===== src/sv/tccr_pkg.sv =====
// Shared types, codes and color tables for the terminal cell color resolver.
// No dependencies; every other file in this block imports this package.
package tccr_pkg;

  localparam int ColorWidth = 24;
  localparam int CodeWidth  = 21;

  localparam logic [1:0] KIND_DEFAULT = 2'd0;
  localparam logic [1:0] KIND_INDEXED = 2'd1;
  localparam logic [1:0] KIND_DIRECT  = 2'd2;

  localparam logic CFG_DEFAULT_FG = 1'b0;
  localparam logic CFG_DEFAULT_BG = 1'b1;

  localparam logic [ColorWidth-1:0] DefaultFgReset = 24'hC8C8C8;
  localparam logic [ColorWidth-1:0] DefaultBgReset = 24'h000000;

  localparam logic [CodeWidth-1:0] CodeNull  = 21'h000000;
  localparam logic [CodeWidth-1:0] CodeSpace = 21'h000020;

  typedef enum logic [1:0] {
    PAL_FIXED,
    PAL_CUBE,
    PAL_GREY
  } palette_class_t;

  typedef struct packed {
    logic [1:0]            fg_kind;
    logic [7:0]            fg_index;
    logic [ColorWidth-1:0] fg_direct;
    logic [1:0]            bg_kind;
    logic [7:0]            bg_index;
    logic [ColorWidth-1:0] bg_direct;
    logic [7:0]            attr_low;
    logic                  is_wide_tail;
    logic                  is_reverse;
    logic                  is_invisible;
    logic [CodeWidth-1:0]  code_point;
  } cell_word_t;

  typedef struct packed {
    logic [ColorWidth-1:0] fg_color;
    logic [ColorWidth-1:0] bg_color;
    logic [7:0]            attr_out;
    logic                  glyph_wanted;
    logic [CodeWidth-1:0]  code_point_out;
  } result_word_t;

  typedef struct packed {
    logic s1;
    logic s2;
  } stage_en_t;

  function automatic logic [ColorWidth-1:0] fixed_color(input logic [3:0] idx);
    logic [ColorWidth-1:0] col;
    case (idx)
      4'd0:    col = 24'h000000;
      4'd1:    col = 24'hCD0000;
      4'd2:    col = 24'h00CD00;
      4'd3:    col = 24'hCDCD00;
      4'd4:    col = 24'h0000EE;
      4'd5:    col = 24'hCD00CD;
      4'd6:    col = 24'h00CDCD;
      4'd7:    col = 24'hE5E5E5;
      4'd8:    col = 24'h7F7F7F;
      4'd9:    col = 24'hFF0000;
      4'd10:   col = 24'h00FF00;
      4'd11:   col = 24'hFFFF00;
      4'd12:   col = 24'h5C5CFF;
      4'd13:   col = 24'hFF00FF;
      4'd14:   col = 24'h00FFFF;
      default: col = 24'hFFFFFF;
    endcase
    return col;
  endfunction

  function automatic logic [7:0] cube_level(input logic [2:0] digit);
    logic [7:0] lvl;
    case (digit)
      3'd0:    lvl = 8'd0;
      3'd1:    lvl = 8'd95;
      3'd2:    lvl = 8'd135;
      3'd3:    lvl = 8'd175;
      3'd4:    lvl = 8'd215;
      3'd5:    lvl = 8'd255;
      default: lvl = 8'd0;
    endcase
    return lvl;
  endfunction

endpackage


===== src/sv/tccr_color_pipe.sv =====
// Resolves one color (default, direct or xterm 256 palette) over two register
// stages and a final selection. Depends on tccr_pkg.
module tccr_color_pipe import tccr_pkg::*; (
  input  logic                  clk,
  input  stage_en_t             en,
  input  logic [1:0]            kind,
  input  logic [7:0]            index,
  input  logic [ColorWidth-1:0] direct,
  input  logic [ColorWidth-1:0] dflt,
  output logic [ColorWidth-1:0] color
);

  logic [1:0]            kind1;
  logic [7:0]            idx1;
  logic [ColorWidth-1:0] direct1;
  palette_class_t        cls1;
  logic [2:0]            r1;
  logic [5:0]            rem1;

  logic [1:0]            kind2;
  logic [ColorWidth-1:0] direct2;
  palette_class_t        cls2;
  logic [ColorWidth-1:0] fixed2;
  logic [2:0]            r2;
  logic [2:0]            g2;
  logic [2:0]            b2;
  logic [7:0]            grey2;

  logic [7:0]     cube_off;
  logic [13:0]    r_prod;
  logic [2:0]     r_digit;
  logic [7:0]     rem_full;
  palette_class_t cls_next;
  logic [11:0]    g_prod;
  logic [2:0]     g_digit;
  logic [5:0]     b_full;
  logic [7:0]     grey_off;
  logic [7:0]     grey_lvl;

  // Cube digits come from multiplying by a scaled reciprocal of 36 and of 6.
  always_comb begin
    cube_off = index - 8'd16;
    r_prod   = {6'b0, cube_off} * 14'd57;
    r_digit  = r_prod[13:11];
    rem_full = cube_off - ({5'b0, r_digit} * 8'd36);
    if (index < 8'd16) begin
      cls_next = PAL_FIXED;
    end else if (index < 8'd232) begin
      cls_next = PAL_CUBE;
    end else begin
      cls_next = PAL_GREY;
    end
  end

  always_ff @(posedge clk) begin
    if (en.s1) begin
      kind1   <= kind;
      idx1    <= index;
      direct1 <= direct;
      cls1    <= cls_next;
      r1      <= r_digit;
      rem1    <= rem_full[5:0];
    end
  end

  always_comb begin
    g_prod   = {6'b0, rem1} * 12'd43;
    g_digit  = g_prod[10:8];
    b_full   = rem1 - ({3'b0, g_digit} * 6'd6);
    grey_off = idx1 - 8'd232;
    grey_lvl = 8'd8 + ({3'b0, grey_off[4:0]} * 8'd10);
  end

  always_ff @(posedge clk) begin
    if (en.s2) begin
      kind2   <= kind1;
      direct2 <= direct1;
      cls2    <= cls1;
      fixed2  <= fixed_color(idx1[3:0]);
      r2      <= r1;
      g2      <= g_digit;
      b2      <= b_full[2:0];
      grey2   <= grey_lvl;
    end
  end

  always_comb begin
    case (kind2)
      KIND_INDEXED: begin
        unique case (cls2)
          PAL_FIXED: color = fixed2;
          PAL_CUBE:  color = {cube_level(r2), cube_level(g2), cube_level(b2)};
          PAL_GREY:  color = {grey2, grey2, grey2};
          default:   color = fixed2;
        endcase
      end
      KIND_DIRECT: color = direct2;
      default:     color = dflt;
    endcase
  end

endmodule


===== src/sv/terminal_cell_color_resolve.sv =====
// Top level of the terminal cell color resolver: handshake, configuration
// registers, reverse video and glyph flag. Depends on tccr_pkg and tccr_color_pipe.
//
// Takes one cell word per clock while cell_stall is low and returns one result
// word per cell, in order. An accepted cell passes the palette decode and palette
// digits registers before its result is in the output register. The three register
// stages (palette decode, palette digits, selection into the output register)
// each advance whenever the stage after them is empty or moving, so the block
// keeps one word per cycle as long as result_stall stays low and fills its
// stages when it is held. Foreground and background are resolved by kind
// (configured default, direct RGB, or xterm 256 palette); reverse video swaps
// them. Write the default colors only while no cell is in flight.
module terminal_cell_color_resolve import tccr_pkg::*; (
  input  logic                  clk,
  input  logic                  rst,
  input  logic                  cell_valid,
  output logic                  cell_stall,
  input  cell_word_t            cell_word,
  output logic                  result_valid,
  input  logic                  result_stall,
  output result_word_t          result,
  input  logic                  cfg_write,
  input  logic                  cfg_index,
  input  logic [ColorWidth-1:0] cfg_data
);

  typedef struct packed {
    logic [7:0]           attr;
    logic                 glyph;
    logic                 reverse;
    logic [CodeWidth-1:0] code;
  } side_t;

  logic [ColorWidth-1:0] fg_default;
  logic [ColorWidth-1:0] bg_default;

  logic      v1;
  logic      v2;
  side_t     side1;
  side_t     side2;
  side_t     side_next;
  stage_en_t en;
  logic      ready1;
  logic      ready2;
  logic      ready3;

  logic [ColorWidth-1:0] fg_res;
  logic [ColorWidth-1:0] bg_res;

  always_comb begin
    ready3     = !result_valid || !result_stall;
    ready2     = !v2 || ready3;
    ready1     = !v1 || ready2;
    en.s1      = ready1;
    en.s2      = ready2;
    cell_stall = !ready1;
  end

  always_ff @(posedge clk) begin
    if (rst) begin
      fg_default <= DefaultFgReset;
      bg_default <= DefaultBgReset;
    end else if (cfg_write) begin
      unique case (cfg_index)
        CFG_DEFAULT_FG: fg_default <= cfg_data;
        CFG_DEFAULT_BG: bg_default <= cfg_data;
        default:        fg_default <= fg_default;
      endcase
    end
  end

  always_comb begin
    side_next.attr    = cell_word.attr_low;
    side_next.reverse = cell_word.is_reverse;
    side_next.code    = cell_word.code_point;
    side_next.glyph   = !cell_word.is_wide_tail && !cell_word.is_invisible &&
                        (cell_word.code_point != CodeNull) &&
                        (cell_word.code_point != CodeSpace);
  end

  always_ff @(posedge clk) begin
    if (rst) begin
      v1           <= 1'b0;
      v2           <= 1'b0;
      result_valid <= 1'b0;
    end else begin
      if (ready1) begin
        v1 <= cell_valid;
      end
      if (ready2) begin
        v2 <= v1;
      end
      if (ready3) begin
        result_valid <= v2;
      end
    end
  end

  always_ff @(posedge clk) begin
    if (ready1) begin
      side1 <= side_next;
    end
    if (ready2) begin
      side2 <= side1;
    end
    if (ready3) begin
      result.fg_color       <= side2.reverse ? bg_res : fg_res;
      result.bg_color       <= side2.reverse ? fg_res : bg_res;
      result.attr_out       <= side2.attr;
      result.glyph_wanted   <= side2.glyph;
      result.code_point_out <= side2.code;
    end
  end

  tccr_color_pipe u_fg (
    .clk    (clk),
    .en     (en),
    .kind   (cell_word.fg_kind),
    .index  (cell_word.fg_index),
    .direct (cell_word.fg_direct),
    .dflt   (fg_default),
    .color  (fg_res)
  );

  tccr_color_pipe u_bg (
    .clk    (clk),
    .en     (en),
    .kind   (cell_word.bg_kind),
    .index  (cell_word.bg_index),
    .direct (cell_word.bg_direct),
    .dflt   (bg_default),
    .color  (bg_res)
  );

endmodule

===== config.mk =====
export PLATFORM = sky130hd
export DESIGN_NAME = terminal_cell_color_resolve
export DESIGN_NICKNAME = d
export VERILOG_FILES = /design/src/sv/tccr_pkg.sv /design/src/sv/tccr_color_pipe.sv /design/src/sv/terminal_cell_color_resolve.sv
export SDC_FILE = /design/constraint.sdc
export NUM_CORES = 1
export LEC_CHECK = 0
export ABC_AREA = 1
export BUFFER_PORTS_ARGS = -buffer_cell sky130_fd_sc_hd__clkbuf_2
export CORE_MARGIN = 1.5
export CORE_UTILIZATION = 30
export DETAILED_ROUTE_END_ITERATION = 12
export GPL_ROUTABILITY_DRIVEN = 1
export PLACE_DENSITY = 0.58
export SLEW_MARGIN = 20
export SYNTH_ARGS = -nofsm -noshare
export SYNTH_HDL_FRONTEND = slang
export SYNTH_HIERARCHICAL = 1
export SYNTH_SLANG_ARGS = --single-unit

===== constraint.sdc =====
create_clock -name clk -period 5.7 [get_ports clk]
set_input_delay 0.855 -clock clk [delete_from_list [all_inputs] [get_ports clk]]
set_output_delay 0.855 -clock clk [all_outputs]
set_load 0.02 [all_outputs]

# Yosys cells after proc, flatten, opt, wreduce, memory -nomap -nowiden
# Memories as Yosys holds them, arrays and structs flattened. A register that Yosys moved wholly into a read port is not among the register bits.
# Index checks and enable logic that the tools add are counted.
[op_classes] eq_ne=39 addsub=10 n_mul=10 n_mux=14 n_reduce_logical=16 n_bitwise=1 order_cmp=4
[op_table] operator="$pmux W8 S5" n=6
[op_table] operator="$pmux W24 S2" n=4
[op_table] operator="$mux W24" n=2
[op_table] operator="$eq A3 B2 Y1 const B" n=12
[op_table] operator="$eq A3 B3 Y1 const B" n=12
[op_table] operator="$mul A8 B6 Y14 const B" n=2
[op_table] operator="$mul A6 B6 Y11 const B" n=2
[op_table] operator="$ne A21 B6 Y1 const B" n=1
[op_table] operator="$reduce_bool A21 Y1" n=1
[op_table] operator="$eq A3 B1 Y1 const B" n=6
[op_table] operator="$add A4 B8 Y8 const A" n=2
[op_table] operator="$lt A8 B5 Y1 const B" n=2
[op_table] operator="$lt A8 B8 Y1 const B" n=2
[op_table] operator="$sub A8 B5 Y8 const B" n=2
[op_table] operator="$mul A5 B3 Y7 const B" n=2
[op_table] operator="$sub A6 B6 Y6" n=2
[op_table] operator="$sub A5 B4 Y5 const B" n=2
[op_table] operator="$eq A2 B1 Y1 const B" n=4
[op_table] operator="$eq A2 B2 Y1 const B" n=4
[op_table] operator="$mul A3 B4 Y4 const B" n=2
[op_table] operator="$logic_not A1 Y1" n=7
[op_table] operator="$mul A3 B2 Y2 const B" n=2
[op_table] operator="$sub A3 B3 Y3" n=2
[op_table] operator="$mux W2" n=2
[op_table] operator="4 further kinds" n=9
[totals] out_inout_bits=80 mem_bits_ro=768 register_bits=365 n_memories=2 inputBits=130 wordCells=140
[memory_table] memory="(no name shown)" words=16 word_bits=24 read_ports=1 rd_ports_with_merged_regs=1 write_ports=0 line="tccr_pkg.sv:56" source="case (idx)"
[memory_table] memory="(no name shown)" words=16 word_bits=24 read_ports=1 rd_ports_with_merged_regs=1 write_ports=0 line="tccr_pkg.sv:56"

# Depth between registers and ports, before layout
[depth] ltp_word=5 mapped_depth=25

# Cells and area by module
# The synthesis kept the hierarchy.
[by_module_without_submodules] module="terminal_cell_color_resolve" n_inst=1 cells_each=516 area_per_inst_um2=6648.9
[by_module_without_submodules] module="tccr_color_pipe at u_fg" n_inst=1 cells_each=611 area_per_inst_um2=6237.2
[by_module_without_submodules] module="tccr_color_pipe at u_bg" n_inst=1 cells_each=603 area_per_inst_um2=6157.2

# Least setup slack after synthesis
# No wires, ideal clock.
[synth_path] path_type="input to output" startpoint="input result_stall" endpoint="output cell_stall" path_slack_ns=-0.831 n_path_buf=0 required_ns=4.845 path_stages=4 t_arrival_ns=5.676 cell_sequence="nand2_1 > nor2_2 > nand2_1 > inv_1"
[synth_between] elab_chain_len=5
[synth_rtl] element="from (decl)" line="terminal_cell_color_resolve.sv:20" source="input logic result_stall,"
[synth_rtl] element="$logic_not A1 Y1" line="terminal_cell_color_resolve.sv:51" source="ready3 = !result_valid || !result_stall;"
[synth_rtl] element="$logic_or A1 B1 Y1" line="terminal_cell_color_resolve.sv:51"
[synth_rtl] element="$logic_or A1 B1 Y1" line="terminal_cell_color_resolve.sv:52" source="ready2 = !v2 || ready3;"
[synth_rtl] element="$logic_or A1 B1 Y1" line="terminal_cell_color_resolve.sv:53" source="ready1 = !v1 || ready2;"
[synth_rtl] element="via ready1" line="terminal_cell_color_resolve.sv:43" source="logic ready1;"
[synth_rtl] element="$logic_not A1 Y1" line="terminal_cell_color_resolve.sv:56" source="cell_stall = !ready1;"
[synth_rtl] element="to (decl)" line="terminal_cell_color_resolve.sv:17" source="output logic cell_stall,"
# The timed path passes the listed nets, and every way through them passes these cells.

# Final worst setup path
[layout_path] startpoint="input cell_word[94] (netlist bit)" endpoint="register u_fg.rem1[5], data pin"
[layout_between] elab_chain_len=4
[layout_rtl] element="from (decl)" line="terminal_cell_color_resolve.sv:18" source="input cell_word_t cell_word,"
[layout_rtl] element="$sub A8 B5 Y8 (*)" line="tccr_color_pipe.sv:42" source="cube_off = index - 8'd16;"
[layout_rtl] element="$mul A8 B6 Y14" line="tccr_color_pipe.sv:43" source="r_prod = {6'b0, cube_off} * 14'd57;"
[layout_rtl] element="$mul A3 B4 Y4" line="tccr_color_pipe.sv:45" source="rem_full = cube_off - ({5'b0, r_digit} * 8'd36);"
[layout_rtl] element="$sub A6 B6 Y6 (*)" line="tccr_color_pipe.sv:45"
[layout_rtl] element="via u_fg.rem_full[5]" line="tccr_color_pipe.sv:32" source="logic [7:0] rem_full;"
[layout_rtl] element="to (signal assigned)" line="tccr_color_pipe.sv:62" source="rem1 <= rem_full[5:0];"
[layout_rtl] element="to (decl)" line="tccr_color_pipe.sv:18" source="logic [5:0] rem1;"
# Mark *: on every way through the listed nets, which the timed path passes. The rest lies on a longest branch.
# A chain may end at the register's enable or synchronous reset.

==> results_dict.tcl <==
set metrics [dict create \
    p_per_area_nw_per_um2 458.8 \
    final_cell_mix "edfxtp_1 (344), nand2_1 (246), nor2_1 (218), clkbuf_2 (209), inv_1 (187)" \
    async_reset_ff_share_pct 0 \
    finalPower_w 0.01028 \
    ctsHoldBuffers 0 \
    ant_nets 0 \
    htreeDepth 2 \
    grt_first_pass_wirelength_um 72480 \
    synthMuxAreaShare_pct 0 \
    relSlewSlack_pct 31.19 \
    io_buffer_count 209 \
    synth_compound_area_share_pct 8.712 \
    cts.sinks 395 \
    finalWirelength_um 48290 \
    critPathBufInv 3 \
    crit_path_max_incr_delay_ns 0.50 \
    wl_per_cell_um 17.09 \
    cts_max_path_buffers 3 \
    dpl_cell_area_um2 20920 \
    yosys.area_share.simple_pct 12.40 \
    cp-start-kind "primary input" \
    dr.first_iter.drc_count 1036 \
    drt-pass1-iter-count 5 \
    synth_warnings 6 \
    rows 92 \
    worstMarginPinSlew_ns 1.032 \
    synth.area.top_cells "edfxtp_1 (54%), ha_1 (9.6%), dfxtp_1 (5.4%), nand2_1 (4.9%), nor2_1 (4.3%)" \
    end_kind "flip-flop" \
    cp.required_ns 6.04 \
    wl_met3_um 4111 \
    synth_seq_area_share_pct 59.61 \
    skew_ns 0.02099 \
    maxCapViolCount 0 \
    yosysUniqueCellTypes 47 \
    cts_tree "built" \
    synthAdderAreaFrac_pct 12.12 \
    critPathTopFamily "adder cells" \
    clkTransAtPathRegs_ns 0.06 \
    nNetsFinal 2242 \
    synth_top_family_by_area "simple AND/OR/NAND/NOR gates" \
    yosysTopAreaCell "edfxtp_1" \
    grt_pass1_vias 12650 \
    core_area_um2 62850 \
    synth_seq_cells 395 \
    vdd_drop_max_v 0.0003007 \
    crit_chain "clkbuf_2 -> inv_2 -> ha_1 -> xnor2_2 -> fa_1 -> inv_1 -> ha_1 -> ha_1 -> ha_1 -> a21o_1 -> nand2_1 -> nand2_1 -> a21oi_1 -> nand2_1 -> nand2_1 -> nand2_1 -> ha_1 -> a21oi_1 -> nand2_1 -> xor2_1 -> nand3b_1 -> nand2_1" \
    gp_congestion 0.8769 \
    netlist_area_um2 19040 \
    syn_inst 1730 \
    min_period_ns 4.429 \
    synth_ff_type "edfxtp_1" \
    stdcell_area_um2 22410 \
    grt_usage_pct 14.71 \
    final_common_cell "edfxtp_1" \
    ios 210 \
    top_layer "met5" \
    cts_buffers 45 \
    worstSetupPathType "in -> reg" \
    fp.dieArea_um2 65000 \
    post-route-drc-count 0 \
    slew_viol_final 0 \
    fin_util_pct 35.65 \
    drive_above_1_share_pct 16.69 \
    grt.overflow.total 0 \
    avgSynthCellArea_um2 11.01 \
    post_cts_resized 0 \
    worstPathMaxFanout 8 \
    whs_ns 0.4120 \
    syn-num-nets 2030 \
    n_fill_cell 6278 \
    synth_xor_area_share_pct 1.505 \
    vias 12950 \
    die_h_um 254.9 \
    p_leak_nw 9.949 \
    grt_max_degree 97 \
    synth_edf_count 344 \
    worstSkewPairLatency_ns 0.58 \
    die_w_um 254.9 \
    setup_tns_ns 0 \
    wl_met2_um 21380 \
    hold_viol_final 0 \
    cp_slowest_cell "fa_1" \
    grt_antenna_before_repair 19 \
    hpwl_um 36740 \
    period_share_pct 77.69 \
    cts_setup_buffers 0 \
    wl_met1_um 21270 \
    start_util_pct 30.30 \
    area_delta_synth_final_pct 17.67 \
    outcome "finished, final reports clean" \
    crit_arrival_ns 4.76 \
    fmax_mhz 225.8 \
    setup-violations-final 0 \
    rsz0062_at_grt "false" \
    cts-root-buf "clkbuf_16" \
    cp_common_cell "nand2_1" \
    synth_top_area_share_pct 54.24 \
    hold_class "reg -> reg" \
    via_per_inst 4.584 \
]
worst register-to-register path: cells and delay by family, from the launching register on:
kind,cells,cell delay (ns)
buffers and inverters,4,0.19
and+or+nand+nor,9,0.76
xor gates and xnor gates,1,0.19
DFF,1,0.64
adders and majority gates,5,1.96
stage by stage:
step                setup slack [ns]  instances
global route                  0.9036       2823
finish                         1.271       2825
detailed placement            0.6731       2741
CTS                            1.278       2823
floorplan                   0.008498       1730
global placement              0.7453       2741
registers in the layout, indices dropped and copies added (netlist names), 4 cells and up:
| name | flops |
|---|---|
| u_bg/grey2 | 5 |
| u_bg/fixed2 | 20 |
| u_bg/rem1 | 4 |
| side1 | 31 |
| bg_default | 24 |
| result | 78 |
| fg_default | 24 |
| u_bg/idx1 | 5 |
| u_fg/grey2 | 5 |
| u_fg/fixed2 | 20 |
| u_fg/rem1 | 4 |
| u_fg/direct2 | 24 |
| u_fg/direct1 | 24 |
| u_bg/direct2 | 24 |
| u_bg/direct1 | 24 |
| u_fg/idx1 | 5 |
| side2 | 31 |
path summary, 6_finish.rpt:
kind              slack, ns                endpoint                   start  depth (start not counted)
setup / recovery       1.27  u_fg/rem1[5]$_DFFE_PP_           cell_word[94]                         22
hold / removal         0.41      side2[9]$_DFFE_PP_      side1[9]$_DFFE_PN_                          0
setup reg to reg       1.72    u_bg/b2[2]$_DFFE_PP_  u_bg/idx1[1]$_DFFE_PP_                         19
hold reg to reg        0.41      side2[9]$_DFFE_PP_      side1[9]$_DFFE_PN_                          0
cells in the mapped netlist (8+ instances only):
cell type,instances
a21oi_1,145
buf_2,21
o211ai_1,18
edfxtp_1,344
xnor2_1,10
o21ai_1,9
nor2_1,218
o21ai_0,106
xor2_1,19
inv_1,188
buf_6,8
nand2_1,248
nor3_1,8
ha_1,146
nand3_1,64
dfxtp_1,51
clkbuf_1,16
fa_1,24
inv_2,15
power by group:
group          leakage [nW]  switching, W  total, W  internal, W
clock                 0.730       0.00117   0.00289      0.00172
sequential             4.09      0.000203   0.00384      0.00363
combinational          5.13       0.00219   0.00355      0.00136
total                  9.95       0.00357    0.0103      0.00671
cell families after synthesis:
| logic type | after synthesis |
|---|---|
| AND/OR/NAND/NOR | 571 |
| adder cells (fa/ha/maj) | 170 |
| buffers and inverters | 258 |
| XOR/XNOR | 31 |
| flip-flops | 395 |
| AO/OA/AOI/OAI | 305 |
cell type report:
cell class / count / area [µm²] / share of cell area [%]
antenna: 2 / 5.005 / 0.02233
clock buffer: 67 / 1290 / 5.757
clock inverter: 15 / 190.2 / 0.8487
inverter: 206 / 779.5 / 3.479
multi-input combinational: 1077 / 6629 / 29.58
sequential: 395 / 11350 / 50.65
tap: 846 / 1059 / 4.724
timing repair buffer: 217 / 1106 / 4.936
routing by layer:
layer | vias up | global-route usage (%)
met1 | 6133 | 19.12
met5 | - | 0
met2 | 342 | 22.90
li1 | 6341 | -
met4 | 34 | 4.446
met3 | 100 | 5.258
Note: power is estimated with default switching activity, not from simulation.
